## src/rtl/core/hav_pkg.sv

```systemverilog
// ----------------------------------------------------------------------------
// hav_pkg
// Shared constants for the haversine distance pipeline: cordic arctangent
// table, cordic gain, fixed-point scale factors.
// ----------------------------------------------------------------------------
`default_nettype none

package hav_pkg;

    localparam int CORDIC_STEPS = 30;
    localparam int SQRT_STEPS   = 31;
    localparam int TERM_STAGES  = 4;
    localparam int PHASE_STAGES = 6;

    // cordic start value, Q30, compensates the rotation gain
    localparam logic signed [32:0] CORDIC_GAIN = 33'sd652032874;

    // atan(2^-i) in units of 2^-32 turn
    localparam logic [31:0] ATAN_TURNS [0:CORDIC_STEPS-1] = '{
        32'd536870912, 32'd316933406, 32'd167458907, 32'd85004756,
        32'd42667331,  32'd21354465,  32'd10679838,  32'd5340245,
        32'd2670163,   32'd1335087,   32'd667544,    32'd333772,
        32'd166886,    32'd83443,     32'd41722,     32'd20861,
        32'd10430,     32'd5215,      32'd2608,      32'd1304,
        32'd652,       32'd326,       32'd163,       32'd81,
        32'd41,        32'd20,        32'd10,        32'd5,
        32'd3,         32'd1
    };

    // one in Q60
    localparam logic signed [63:0] ONE_Q60 = 64'sd1 <<< 60;

    // round(4*pi*6371000*64), split so each product stays narrow
    localparam logic [32:0] RADIUS_4PI_Q6 = 33'd5123862220;
    localparam int          K_LO_BITS     = 17;
    localparam logic [K_LO_BITS-1:0] K_LO = RADIUS_4PI_Q6[K_LO_BITS-1:0];
    localparam logic [32-K_LO_BITS:0] K_HI = RADIUS_4PI_Q6[32:K_LO_BITS];

    // degree divisors are 45 times a power of two; x/45 = (x * RECIP_45) >> 38,
    // exact for any 32-bit x
    localparam int          ODD_DIV     = 45;
    localparam int          RECIP_SHIFT = 38;
    localparam logic [32:0] RECIP_45    = 33'd6108397933;
    localparam int          R45_LO_BITS = 17;
    localparam logic [R45_LO_BITS-1:0] R45_LO = RECIP_45[R45_LO_BITS-1:0];
    localparam logic [32-R45_LO_BITS:0] R45_HI = RECIP_45[32:R45_LO_BITS];

endpackage

`default_nettype wire

```

## src/rtl/core/hav_phase.sv

```systemverilog
// ----------------------------------------------------------------------------
// hav_phase
// Converts a signed angle in fixed-point degrees to a 32-bit phase
// (2^-32 turn), rounded half up on the magnitude, via a reciprocal multiply.
// ----------------------------------------------------------------------------
`default_nettype none

module hav_phase import hav_pkg::*; #(
    parameter int FRAC_BITS = 22,
    parameter int DIVISOR   = 360
) (
    input  logic               i_clk,
    input  logic               i_en,
    input  logic signed [31:0] i_angle,
    output logic        [31:0] o_phase
);

    // divisor is 45 * 2^DSH; the power of two folds into the shift
    localparam int SH  = 32 - FRAC_BITS;
    localparam int DSH = $clog2(DIVISOR / ODD_DIV);
    localparam int RW  = $clog2(ODD_DIV);
    localparam int QW  = 65 - RECIP_SHIFT;
    localparam logic [31:0] ODD_DIV_W = 32'(ODD_DIV);

    logic [31:0]                 w_tab [0:ODD_DIV-1];

    logic [31:0]                 r_mag0;
    logic                        r_neg0;
    logic [32+R45_LO_BITS-1:0]   r_plo;
    logic [32+33-R45_LO_BITS-1:0] r_phi;
    logic [31:0]                 r_mag1;
    logic                        r_neg1;
    logic [QW-1:0]               r_quo2;
    logic [31:0]                 r_mag2;
    logic                        r_neg2;
    logic [QW-1:0]               r_quo3;
    logic [RW-1:0]               r_rem3;
    logic                        r_neg3;
    logic [31:0]                 r_pos4;
    logic                        r_neg4;
    logic [31:0]                 r_phase;

    logic [31:0]                 n_mag;
    logic [64:0]                 n_prod;
    logic [31:0]                 n_back;
    logic [31:0]                 n_diff;
    logic [31:0]                 n_pos;

    // rounded phase contribution of the remainder mod 45
    for (genvar b = 0; b < ODD_DIV; b++) begin : g_tab
        localparam longint TV = ((longint'(b) << SH) + longint'(DIVISOR / 2))
                              / longint'(DIVISOR);
        assign w_tab[b] = 32'(TV);
    end

    always_comb begin
        n_mag  = i_angle[31] ? (32'd0 - i_angle) : i_angle;
        n_prod = {r_phi, {R45_LO_BITS{1'b0}}}
               + {{(65 - (32 + R45_LO_BITS)){1'b0}}, r_plo};
        n_back = {{(32 - QW){1'b0}}, r_quo2} * ODD_DIV_W;
        n_diff = r_mag2 - n_back;
        n_pos  = ({{(32 - QW){1'b0}}, r_quo3} << (SH - DSH)) + w_tab[r_rem3];
    end

    always_ff @(posedge i_clk) begin
        if (i_en) begin
            r_mag0  <= n_mag;
            r_neg0  <= i_angle[31];

            r_plo   <= r_mag0 * R45_LO;
            r_phi   <= r_mag0 * R45_HI;
            r_mag1  <= r_mag0;
            r_neg1  <= r_neg0;

            r_quo2  <= n_prod[64:RECIP_SHIFT];
            r_mag2  <= r_mag1;
            r_neg2  <= r_neg1;

            r_quo3  <= r_quo2;
            r_rem3  <= n_diff[RW-1:0];
            r_neg3  <= r_neg2;

            r_pos4  <= n_pos;
            r_neg4  <= r_neg3;

            r_phase <= r_neg4 ? (32'd0 - r_pos4) : r_pos4;
        end
    end

    assign o_phase = r_phase;

endmodule

`default_nettype wire

```

## config.mk

```make
export PLATFORM = sky130hd
export DESIGN_NAME = hav_phase
export DESIGN_NICKNAME = d
export VERILOG_FILES = /design/src/rtl/core/hav_pkg.sv /design/src/rtl/core/hav_phase.sv
export SDC_FILE = /design/constraint.sdc
export NUM_CORES = 1
export LEC_CHECK = 0
export BUFFER_PORTS_ARGS = -buffer_cell sky130_fd_sc_hd__buf_2
export CAP_MARGIN = 20
export CORE_AREA = 3 3 325 247
export DETAILED_ROUTE_END_ITERATION = 7
export DIE_AREA = 0 0 328 250
export GPL_TIMING_DRIVEN = 0
export HOLD_SLACK_MARGIN = 0.06
export PLACE_DENSITY = 0.57
export SYNTH_ARGS = -nofsm -noshare
export SYNTH_HDL_FRONTEND = slang
export SYNTH_SLANG_ARGS = --single-unit
```

## constraint.sdc

```tcl
create_clock -name i_clk -period 11.95 [get_ports i_clk]
set_input_delay 2.39 -clock i_clk [delete_from_list [all_inputs] [get_ports i_clk]]
set_output_delay 2.39 -clock i_clk [all_outputs]
set_load 0.02 [all_outputs]
```

== Word level (Yosys, flattened, before mapping) ==
Memory sizes are Yosys's and may differ from the RTL's.
Index checks and enable logic that the tools add are counted.
Word-level totals
  register bits: 267
  bits in latches: 0
  bits in writable memories: 0
  ROM bits: 2048
  output and inout bits: 32
  logic and storage cells: 31
  memories: 1
Cells by class
  add/sub/neg operators: 5
  multipliers: 3
  divide/modulo/power cells: 0
  $lt $le $gt $ge: 1
  equality and inequality tests: 0
  shift-type cells: 0
  mux-type cells: 4
  bitwise gates (word level): 1
  reductions and logical operators: 0
Memory list
  (no name shown): words 64, bits a word 32, read ports 1, clocked after memory_dff 0, wr ports 0, RTL line hav_phase.sv:62  | n_pos = ({{(32 - QW){1'b0}}, r_quo3} << (SH - DSH)) + w_tab[r_rem3];
Operators with widths (count)
  $mul A32 B16 Y48 const B: 2
  $mux W32: 3
  $add A65 B48 Y65: 1
  $sub A1 B32 Y32 const A: 2
  $add A32 B32 Y32: 1
  $mux W31: 1
  $mul A27 B6 Y6 const B: 1
  $ge A7 B7 Y1 const B: 1
  $not A6 Y7: 1
  $sub A6 B6 Y6: 1

== Depth between registers and ports, before layout ==
  depth in word-level cells: 5
  depth in mapped cells: 24
  gate-level depth less buffers: 23

== Worst setup path before layout ==
Ideal clock, no wire load.
  path type: register to register
  start: register r_mag0[3]
  end: register r_plo[42] (data pin)
  arrival: 5.692 ns
  path slack: 6.000 ns
  stages on the path, launching flop included: 23
  buffers on the path: 0
  clock period less this slack: 5.950 ns
  cell sequence: edfxtp_1 ha_1 inv_1 fa_1 inv_1 ha_1 fa_1 inv_1 fa_1 inv_1 fa_1 ha_1 a21o_1 a21oi_1 o21ai_0 a311o_1 a211o_1 a221oi_1 a2111oi_0 nor2_1 o21bai_1 a21oi_1 xnor2_1
Between the ends
  cells in the longest elaborated chain, start to end: 1
Ends and longest elaborated chain
  start: declaration: RTL line hav_phase.sv:27  | logic [31:0] r_mag0;
  start signal: assignment: RTL line hav_phase.sv:67  | r_mag0 <= n_mag;
  $mul A32 B16 Y48: RTL line hav_phase.sv:70  | r_plo <= r_mag0 * R45_LO;
  end signal: assignment: RTL line hav_phase.sv:70
  end: declaration: RTL line hav_phase.sv:29  | logic [32+R45_LO_BITS-1:0] r_plo;
Every way passes these cells.
A chain may end at the register's enable or synchronous reset.

== Worst setup path in the final report ==
  start: register r_mag0[5]
  end: register r_plo[45] (data pin)
Same word-level chain as after synthesis.

==> results by group <==
Drt
  • Drt pass-1 iters: 5
  • # DRC: 0
  • Vias: 17353
  • DR iter-0 viols: 1154
  • DR WL/cell: 18.6 um
  • Total wire length: 66.7 mm
  • Vias per std cell: 4.84
  • Final ANT Viol Nets: 0

STA
  • Max Transition Viols Final: 0
  • Fin. Hold Viols: 0
  • Layout Skew: 10.9 ps
  • Slew HR: 30.9%
  • Highest clock rate: 135 MHz
  • RSZ-0062 raised after global routing: false
  • Worst-Margin Slew: 1030 ps
  • Final count of negative-setup-slack endpoints: 0
  • TNS Setup: 0 ps
  • Fin crit period: 7390 ps
  • Final period util: 61.8%

Finish
  • Fillers: 7484
  • Area taken by flip-flops and latches: 0.00736 mm2
  • Area Overhead vs Synth: 9.54%
  • Post-layout util: 38.3%
  • Final Non-Filler Cells: 3582
  • Final net count: 3311
  • Final Instance Area: 0.0295 mm2
  • Area of the multi-input gates: 0.0173 mm2
  • Layout cells sized above 1: 4.95%
  • Diode count: 0

Floorplanning
  • Initial Util: 35.0%
  • Die W: 328 um
  • Top-Level Pins: 66
  • Die footprint: 0.0820 mm2
  • Row Count: 88
  • Height of the die: 250 um
  • Core ar.: 0.0770 mm2

CTS
  • Root Driver: clkbuf_16
  • Reg clk slew, reported paths: 60 ps
  • CTS Buf Count: 27
  • Post-cts repair resize count: 0
  • Htree depth: 1
  • Hold_buf cts: 0
  • Post-CTS setup buffers: 0
  • Clock sinks: 245
  • Worst-skew pair later-pin latency: 580 ps
  • Clock buffer depth: 3
  • CTS tree: yes

Status
  • Status: finished clean

Critical path
  • CP Launch Type: flip-flop
  • Worst r2r src: r_mag0[5]
  • Crit Path Max Fanout: 11
  • Required @ worst endpoint: 12280 ps
  • CP Class: reg -> reg
  • Reg2reg end: r_plo[45]
  • Reg2Reg Setup Slack: 4560 ps
  • CP endpoint kind: flip-flop
  • Worst endpoint data arrival time: 7720 ps
  • CP endpoint: r_plo[45]
  • Crit path launch: r_mag0[5]
  • FF-to-FF path depth: 22

Place
  • Detailed placement HPWL: 56.1 mm
  • Placed cells: 3532
  • Placed cell areas: 0.0286 mm2
  • Gpl congestion: 0.908
  • I/O Buffers: 65

Hold path
  • Worst hold path type: reg -> reg

Global routing
  • Largest net degree at the start of global routing: 125
  • Congestion Overflow GR: 0
  • First-pass GRT wire length: 104 mm
  • Initial antenna violation count: 0
  • All-Layer GR Usage: 16.3%
  • Number of global-route vias before repair: 17869

Synth
  • Top cells by count, synth: inv_1, ha_1, fa_1
  • Synth warn: 0
  • Post-synth cell types: 62
  • Yosys reg bits: 245
  • Synth Flop Type: edfxtp_1
  • Mapped Nets: 3214
  • Most numerous cell in the Yosys netlist: inv_1
  • Share of the synthesized area in the top cell type: 27.3%
  • Synth area leader: edfxtp_1
  • Top post-synthesis cells by area: edfxtp_1, fa_1, ha_1, inv_1, xnor2_1
  • Sequential fraction of the synthesis area: 27.3%
  • Number of synthesized flops with an enable pin: 245
  • Synthesized cell area: 0.0269 mm2
  • Async set or reset register ratio after synthesis: 0%
  • Syn avg cell area: 11.1 um2
  • Gate count after technology mapping: 2430

Flow run
  • Max Cap Viol: 0
[worst max-delay path, stage by stage, from the launching register on]
cell and delay [ps]:
edfxtp_1 740, ha_1 550, inv_1 90, fa_1 500, inv_1 50, ha_1 210, fa_1 490, fa_1 540
inv_1 50, fa_1 470, inv_1 40, ha_1 300, and4_1 250, nand4_1 100, o21ai_0 160, a311o_1 370
a211o_1 240, a221oi_1 150, a2111oi_1 890, nor2_1 210, o31ai_1 450, a21oi_1 150, xnor2_1 140
[how the worst min path moves through the flow]
stage | from | endpoint | depth (start not counted)
2_1_floorplan | r_mag1[1] | r_mag2[1] | 0
3_3_place_gp | r_mag1[4] | r_mag2[4] | 0
3_5_place_dp | r_mag1[5] | r_mag2[5] | 0
4_1_cts | r_quo3[10] | r_pos4[17] | 0
5_1_grt | r_quo3[12] | r_pos4[19] | 0
6_report | r_quo3[4] | r_pos4[11] | 0
[final cells by class]
class,instances,share of cell area (%)
Timing Repair Buffer,68,1.35
Buffer,21,0.280
Clock inverter,17,0.611
Inverter,569,7.24
Multi-Input combinational cell,1595,58.8
Clock buffer,32,2.36
Tap cell,1035,4.39
Sequential cell,245,25.0
[layer usage]
layer	GRT usage, %	vias up	part of all wire, %
met5	0	-	0
met4	2.16	0	1.2
met3	2.96	54	5.9
met2	23.6	362	42
met1	25.7	8742	51
li1	-	8195	-
[registers in the layout, summed over array words and instances (netlist names)]
name / count
r_neg4: 1
r_neg2: 1
r_quo3: 25
r_plo: 31
r_mag0: 32
r_neg1: 1
r_quo2: 25
r_neg0: 1
r_mag1: 5
r_neg3: 1
r_phi: 46
o_phase: 32
r_rem3: 6
r_pos4: 32
r_mag2: 6
[cells by family after synthesis]
family / Yosys count / synth area share [%]
fa+ha+maj: 750 / 44.1
buf+inv: 590 / 8.24
compound gates: 353 / 8.31
simple gates: 289 / 5.40
flops: 245 / 27.3
xor+xnor: 202 / 6.57
mux: 1 / 0.0372
[through the flow]
stage	hold slack, ps	setup slack (ps)
after floorplan	400	6000
final	414	4560
after global placement	403	4190
after global routing	425	4260
after detailed placement	405	4570
after CTS	415	4510
[placed cells by master, fill, tap and decap left out, types with 13 or more instances in the layout]
cell,Yosys,layout
inv_1,568,568
ha_1,419,419
fa_1,331,331
edfxtp_1,245,245
xnor2_1,154,154
a21oi_1,102,102
o21ai_0,88,88
nand2_1,84,84
buf_2,0,64
a21o_1,60,60
nor2_1,54,54
xor2_1,48,48
clkbuf_16,0,27
nand3_1,25,25
clkbuf_1,19,24
o31ai_1,21,21
or3_1,20,20
nor2b_1,18,18
nand4_1,18,18
nor3_1,17,17
nand2b_1,13,13
Power is not shown: default switching activity piles up to over one toggle a cycle in this logic, so the estimate is an artifact.
