$ cat src/rtl/core/hav_pkg.sv
// ----------------------------------------------------------------------------
// hav_pkg
// Shared constants for the haversine distance pipeline: cordic arctangent
// table, cordic gain, fixed-point scale factors.
// ----------------------------------------------------------------------------
`default_nettype none

package hav_pkg;

    localparam int CORDIC_STEPS = 30;
    localparam int SQRT_STEPS   = 31;
    localparam int TERM_STAGES  = 4;
    localparam int PHASE_STAGES = 6;

    // cordic start value, Q30, compensates the rotation gain
    localparam logic signed [32:0] CORDIC_GAIN = 33'sd652032874;

    // atan(2^-i) in units of 2^-32 turn
    localparam logic [31:0] ATAN_TURNS [0:CORDIC_STEPS-1] = '{
        32'd536870912, 32'd316933406, 32'd167458907, 32'd85004756,
        32'd42667331,  32'd21354465,  32'd10679838,  32'd5340245,
        32'd2670163,   32'd1335087,   32'd667544,    32'd333772,
        32'd166886,    32'd83443,     32'd41722,     32'd20861,
        32'd10430,     32'd5215,      32'd2608,      32'd1304,
        32'd652,       32'd326,       32'd163,       32'd81,
        32'd41,        32'd20,        32'd10,        32'd5,
        32'd3,         32'd1
    };

    // one in Q60
    localparam logic signed [63:0] ONE_Q60 = 64'sd1 <<< 60;

    // round(4*pi*6371000*64), split so each product stays narrow
    localparam logic [32:0] RADIUS_4PI_Q6 = 33'd5123862220;
    localparam int          K_LO_BITS     = 17;
    localparam logic [K_LO_BITS-1:0] K_LO = RADIUS_4PI_Q6[K_LO_BITS-1:0];
    localparam logic [32-K_LO_BITS:0] K_HI = RADIUS_4PI_Q6[32:K_LO_BITS];

    // degree divisors are 45 times a power of two; x/45 = (x * RECIP_45) >> 38,
    // exact for any 32-bit x
    localparam int          ODD_DIV     = 45;
    localparam int          RECIP_SHIFT = 38;
    localparam logic [32:0] RECIP_45    = 33'd6108397933;
    localparam int          R45_LO_BITS = 17;
    localparam logic [R45_LO_BITS-1:0] R45_LO = RECIP_45[R45_LO_BITS-1:0];
    localparam logic [32-R45_LO_BITS:0] R45_HI = RECIP_45[32:R45_LO_BITS];

endpackage

`default_nettype wire

$ cat src/rtl/core/hav_isqrt.sv
// ----------------------------------------------------------------------------
// hav_isqrt
// Floor integer square root of a 61-bit value, one result bit per stage.
// ----------------------------------------------------------------------------
`default_nettype none

module hav_isqrt import hav_pkg::*; (
    input  logic        i_clk,
    input  logic        i_en,
    input  logic [60:0] i_val,
    output logic [30:0] o_root
);

    logic [61:0] r_n   [0:SQRT_STEPS-1];
    logic [61:0] r_res [0:SQRT_STEPS-1];
    logic [61:0] w_n   [0:SQRT_STEPS-1];
    logic [61:0] w_res [0:SQRT_STEPS-1];

    assign w_n[0]   = {1'b0, i_val};
    assign w_res[0] = '0;

    for (genvar k = 0; k < SQRT_STEPS; k++) begin : g_step
        localparam logic [61:0] BIT = 62'd1 << (60 - 2 * k);
        logic [61:0] w_sum;
        if (k > 0) begin : g_src
            assign w_n[k]   = r_n[k-1];
            assign w_res[k] = r_res[k-1];
        end
        assign w_sum = w_res[k] + BIT;
        always_ff @(posedge i_clk) begin
            if (i_en) begin
                if (w_n[k] >= w_sum) begin
                    r_n[k]   <= w_n[k] - w_sum;
                    r_res[k] <= (w_res[k] >> 1) + BIT;
                end else begin
                    r_n[k]   <= w_n[k];
                    r_res[k] <= w_res[k] >> 1;
                end
            end
        end
    end

    assign o_root = r_res[SQRT_STEPS-1][30:0];

endmodule

`default_nettype wire

$ cat config.mk
export PLATFORM = sky130hd
export DESIGN_NAME = hav_isqrt
export DESIGN_NICKNAME = d
export VERILOG_FILES = /design/src/rtl/core/hav_pkg.sv /design/src/rtl/core/hav_isqrt.sv
export SDC_FILE = /design/constraint.sdc
export NUM_CORES = 2
export LEC_CHECK = 0
export BUFFER_PORTS_ARGS = -buffer_cell sky130_fd_sc_hd__buf_2
export CAP_MARGIN = 5
export CORE_UTILIZATION = 60
export CTS_CLUSTER_DIAMETER = 30
export DETAILED_ROUTE_END_ITERATION = 8
export PLACE_DENSITY = 0.76
export SLEW_MARGIN = 30
export SYNTH_ARGS = -nofsm -noshare
export SYNTH_HDL_FRONTEND = slang
export SYNTH_SLANG_ARGS = --single-unit
export TNS_END_PERCENT = 20
$ cat constraint.sdc
create_clock -name i_clk -period 7.2 [get_ports i_clk]
set_input_delay 1.44 -clock i_clk [delete_from_list [all_inputs] [get_ports i_clk]]
set_output_delay 1.44 -clock i_clk [all_outputs]
set_load 0.01 [all_outputs]
# Word level (Yosys, flattened, before mapping)
# Memory sizes are Yosys's and may differ from the RTL's.
# Cells that the tools add are included.
totals:
  regBits: 0
  ramBits: 3844
  inputBits: 63
  output_inout_bits: 31
  elab_cells: 434
  mem_count: 2
mem_list:
  columns: ["name", "words", "word_bits", "rd", "rd_clocked_by_memory_dff", "write_ports", "line", "rtl"]
  rows:
  - ["r_n", 31, 62, 30, 0, 31, "hav_isqrt.sv:14", "logic [61:0] r_n [0:SQRT_STEPS-1];"]
  - ["r_res", 31, 62, 31, 0, 31, "hav_isqrt.sv:15", "logic [61:0] r_res [0:SQRT_STEPS-1];"]
classes:
  add_sub_neg: 91
  n_lt_le_gt_ge: 31
  n_mux: 248
  bitwise: 62
ops:
  columns: ["op", "count"]
  rows:
  - ["two-way mux 62 bit", 62]
  - ["greater-or-equal comparator 62 bit", 30]
  - ["subtractor 62 bit", 30]
  - ["two-way mux 1 bit", 186]
  - ["adder 61 x 1 -> 62 bit, second input constant", 1]
  - ["adder 61 x 11 -> 62 bit, second input constant", 1]
  - ["adder 61 x 13 -> 62 bit, second input constant", 1]
  - ["adder 61 x 15 -> 62 bit, second input constant", 1]
  - ["adder 61 x 17 -> 62 bit, second input constant", 1]
  - ["adder 61 x 19 -> 62 bit, second input constant", 1]
  - ["adder 61 x 21 -> 62 bit, second input constant", 1]
  - ["adder 61 x 23 -> 62 bit, second input constant", 1]
  - ["adder 61 x 25 -> 62 bit, second input constant", 1]
  - ["adder 61 x 27 -> 62 bit, second input constant", 1]
  - ["adder 61 x 29 -> 62 bit, second input constant", 1]
  - ["adder 61 x 3 -> 62 bit, second input constant", 1]
  - ["adder 61 x 31 -> 62 bit, second input constant", 1]
  - ["adder 61 x 33 -> 62 bit, second input constant", 1]
  - ["adder 61 x 35 -> 62 bit, second input constant", 1]
  - ["adder 61 x 37 -> 62 bit, second input constant", 1]
  - ["adder 61 x 39 -> 62 bit, second input constant", 1]
  - ["adder 61 x 41 -> 62 bit, second input constant", 1]
  - ["adder 61 x 43 -> 62 bit, second input constant", 1]
  - ["adder 61 x 45 -> 62 bit, second input constant", 1]
  - ["other kinds (43)", 104]

# Logic depth before layout (Yosys ltp)
# An unclocked memory read counts as a cell.
logic_depth:
  ltp_word: 7
  depth_mapped: 14
  depth_no_buf: 13

# Least setup slack after synthesis
# OpenSTA, ideal clock, no wires.
synth_timing:
  kind: "input to register"
  start: "input port i_en"
  end: "memory r_n[24][0], in the netlist r_n[1][496], enable pin"
  setup_ns: 0.476
  arrival_ns: 5.150
  required_time_ns: 6.724
  slack_ns: 1.574
  cell_stages: 6
  n_path_buf: 6
  cell_sequence: "clkbuf_1 -> clkbuf_1 -> clkbuf_1 -> clkbuf_1 -> clkbuf_1 -> clkbuf_1"
synth_lines:
  columns: ["item", "line", "rtl"]
  rows:
  - ["start, declared", "hav_isqrt.sv:9", "input logic i_en,"]
  - ["end, declared", "hav_isqrt.sv:14", null]

==> impl_metrics.json <==
{
  "status": "completed",
  "start_kind": "register",
  "worstPathCellList": "inv_1, ha_1, o21ai_0, a2bb2oi_1, o211ai_1, o311ai_0, a21oi_1, or3_1, nand3_1, nor2_1, xor2_1",
  "rows": 160,
  "clockBufferDepth": 4,
  "worst-path-max-fanout": 7,
  "fin_area_um2": 132800,
  "required_ns": 7.85,
  "min_period_ns": 4.331,
  "die_h_um": 438.9,
  "cts-buffers-inserted": 431,
  "crit_cells": 11,
  "grt_pass1_vias": 74620,
  "drt_iter0_markers": 8664,
  "start_util": 0.6029,
  "synthSimpleGateAreaFrac": 0.1307,
  "netlist_area_um2": 114500,
  "cp_slowest_cell": "o311ai_0",
  "antenna_found_initial": 9,
  "gp_congestion": 0.9736,
  "max_freq_ghz": 0.2309,
  "portBuffers": 93,
  "drcViolationCount": 0,
  "fin_util": 0.6993,
  "routed_wl_um": 303500,
  "synth-seq-area-share": 0.6176,
  "timing.rr.end": "r_n[1][857]$_DFFE_PP_",
  "holdPathEnd": "r_res[1][572]$_DFFE_PP_",
  "cts-hold-fix-buffers": 0,
  "finalClockSkew_ns": 0.06142,
  "critPathTopFamily": "compound AO/OA/AOI/OAI gates",
  "io_pins": 94,
  "clock_latency_ns": 0.97,
  "grtUsageTotal": 0.3117,
  "drtAntennaViolNets": 0,
  "hold_path_class": "register to register",
  "synth_warnings": 0,
  "synthAdderAreaFrac": 0.05713,
  "finalSetupViolations": 0,
  "drive_above_1_share": 0.1041,
  "grt_pass1_wl_um": 452800,
  "slew_viol_final": 0,
  "viasPerCell": 6.227,
  "slew_headroom": 0.2766,
  "routedWlPerCell_um": 24.21,
  "synth_edf_count": 2356,
  "clkTransAtPathRegs_ns": 0.05,
  "final.period_utilization": 0.6016,
  "max_stage_delay_ns": 0.87,
  "synth_xor_area_frac": 0.06247,
  "powerDensity_nw_per_um2": 361.8,
  "r2r_start": "r_res[1][748]$_DFFE_PP_",
  "hold_viol_final": 0,
  "worst_pin_slew_ns": 1.085,
  "ctsResizeCount": 0,
  "synth_top_family_by_area": "simple AND/OR/NAND/NOR gates",
  "yosys-mux-area-fraction": 0.006761,
  "area_delta_synth_final_pct": 15.98,
  "p_leak_uw": 0.04989,
  "crit_type": "register to register",
  "synth-seq-cells": 2356,
  "syn_nets": 9895,
  "grt.overflow.total": 0,
  "crit_buf_inv": 1,
  "reg2regPathDepth": 11,
  "cts.sinks": 2356,
  "detailed_place_hpwl_um": 220800,
  "fin_tns_setup_ns": 0,
  "synth_cells": 9309,
  "synth_area_per_cell_um2": 12.31,
  "synth_compound_area_frac": 0.09587,
  "ctsHtreeMaxLevel": 5,
  "grt_max_degree": 160,
  "cts_tree": "yes",
  "post_cts_buffers": 0,
  "yosysUniqueCellTypes": 102,
  "rsz0062_at_grt": "false",
  "vias": 78060,
  "fp.coreArea_um2": 190000,
  "placedInstanceArea_um2": 117900,
  "arrival_ns": 4.98,
  "die_w_um": 438.9,
  "async_reset_ff_frac": 0,
  "final_nets": 10260,
  "endpoint_kind": "register",
  "placed_cells": 11750,
  "ys.flop_type": "edfxtp_1",
  "cts_root_buffer": "clkbuf_16",
  "reg2reg_slack_ns": 2.87,
  "ir_drop_mv": 0.2825,
  "worstHoldStart": "r_res[1][511]$_DFFE_PP_",
  "drt_first_pass_iters": 9,
  "hold_depth": 0,
  "max_cap_violations": 0,
  "layout.cells.non_filler": 12540,
  "die_area_um2": 192700
}
==> worst reg2reg max path, delay by kind of cell (launching register included) <==
kind | cells | cell delay (ns)
AO/OA/AOI/OAI | 5 | 1.98
buffers and inverters | 1 | 0.08
XOR/XNOR | 1 | 0.19
AND/OR/NAND/NOR | 3 | 0.98
adder cells (fa/ha/maj) | 1 | 0.37
flip-flops | 1 | 0.45
==> metal layers <==
layer	share of wire	global-route usage	wire, um	vias to the layer above
li1	-	-	-	35770
met1	0.42	0.4449	127900	37760
met2	0.44	0.4635	132500	3819
met3	0.10	0.07088	30760	707
met4	0.041	0.1258	12370	6
met5	0.00016	0	50	-
==> layout by cell type, fill, tap and decap left out, types with 50 or more instances in the layout <==
| cell type | count |
|---|---|
| nor3_1 | 275 |
| a211oi_1 | 51 |
| o21ai_0 | 548 |
| clkinvlp_4 | 64 |
| edfxtp_1 | 2356 |
| nand4_1 | 153 |
| nor2_1 | 511 |
| buf_2 | 92 |
| nor4b_1 | 58 |
| nor4_1 | 345 |
| clkbuf_16 | 432 |
| a21o_1 | 186 |
| xor2_1 | 415 |
| xnor2_1 | 402 |
| o21a_1 | 95 |
| mux2_2 | 59 |
| inv_1 | 657 |
| nand2_1 | 788 |
| or4_1 | 63 |
| buf_4 | 50 |
| or3_1 | 91 |
| bufinv_16 | 69 |
| nor2b_1 | 76 |
| nand3_1 | 168 |
| a21oi_1 | 471 |
| nand2b_1 | 119 |
| o21bai_1 | 59 |
| ha_1 | 523 |
==> synth_stat cells, drive strengths merged (24+ instances only) <==
cell type / count / share of area
nor3: 283 / 0.013
nand4: 153 / 0.0084
nor2: 511 / 0.017
o211ai: 33 / 0.0023
buf: 41 / 0.0021
and2: 25 / 0.0014
a21boi: 24 / 0.0016
nand4b: 28 / 0.0021
xor2: 415 / 0.032
and3: 36 / 0.0020
or2: 46 / 0.0025
nand2: 788 / 0.026
a21oi: 474 / 0.021
nand3: 171 / 0.0076
ha: 523 / 0.057
nor4b: 60 / 0.0047
nor3b: 30 / 0.0020
mux2: 59 / 0.0058
o21ai: 564 / 0.025
a21o: 186 / 0.012
clkbuf: 180 / 0.0059
o21a: 95 / 0.0062
inv: 657 / 0.022
or4: 66 / 0.0044
a211oi: 54 / 0.0036
or3: 91 / 0.0050
edfxtp: 2356 / 0.62
nor4: 351 / 0.019
o31ai: 34 / 0.0023
a31oi: 39 / 0.0021
nand2b: 119 / 0.0065
nor2b: 76 / 0.0042
o21bai: 59 / 0.0039
xnor2: 402 / 0.031
==> worst max path at each step <==
stage | from | to | slack, ns
finish | r_res[1][748]$_DFFE_PP_ | r_n[1][857]$_DFFE_PP_ | 2.87
global route | r_res[1][748]$_DFFE_PP_ | r_n[1][857]$_DFFE_PP_ | 2.64
CTS | r_res[1][748]$_DFFE_PP_ | r_n[1][857]$_DFFE_PP_ | 2.96
detailed placement | i_en | r_n[1][799]$_DFFE_PP_ | 2.58
global placement | i_en | r_n[1][799]$_DFFE_PP_ | 2.58
floorplan | i_en | r_n[1][496]$_DFFE_PP_ | 1.57
==> through the flow <==
step	setup WS [ns]	total power, uW	hold WS, ns
global route	2.645	49760	0.4105
global placement	2.581	27290	0.4267
detailed placement	2.585	27390	0.4308
floorplan	1.574	24510	0.4166
finish	2.869	48070	0.4031
CTS	2.955	48020	0.4077
==> layout make-up <==
type | count | area, um^2
inverters | 657 | 2466
diodes | 2 | 5.005
fillers | 12570 | 57130
multi-input cells | 6075 | 40560
flip-flops and latches | 2356 | 70750
well taps | 2511 | 3142
repair buffers | 155 | 1085
clock inverters | 317 | 3921
clock buffers | 463 | 10930
==> cell families after synthesis <==
| group | count (synthesis) |
|---|---|
| buffers and inverters | 878 |
| XOR/XNOR | 817 |
| multiplexers | 70 |
| adder cells (fa/ha/maj) | 523 |
| AND/OR/NAND/NOR | 2901 |
| AO/OA/AOI/OAI | 1764 |
| flip-flops | 2356 |
==> registers in the layout, summed over array words and instances (netlist names) <==
register  cells
r_n        1860
r_res       496
==> report_power, final <==
| group | total, uW | internal (uW) | switching, uW |
|---|---|---|---|
| Sequential | 19300 | 17400 | 1880 |
| Clock | 20500 | 13500 | 7030 |
| Combinational | 8260 | 3240 | 5020 |
| Total | 48100 | 34100 | 13900 |
(Power assumes the default switching activity.)
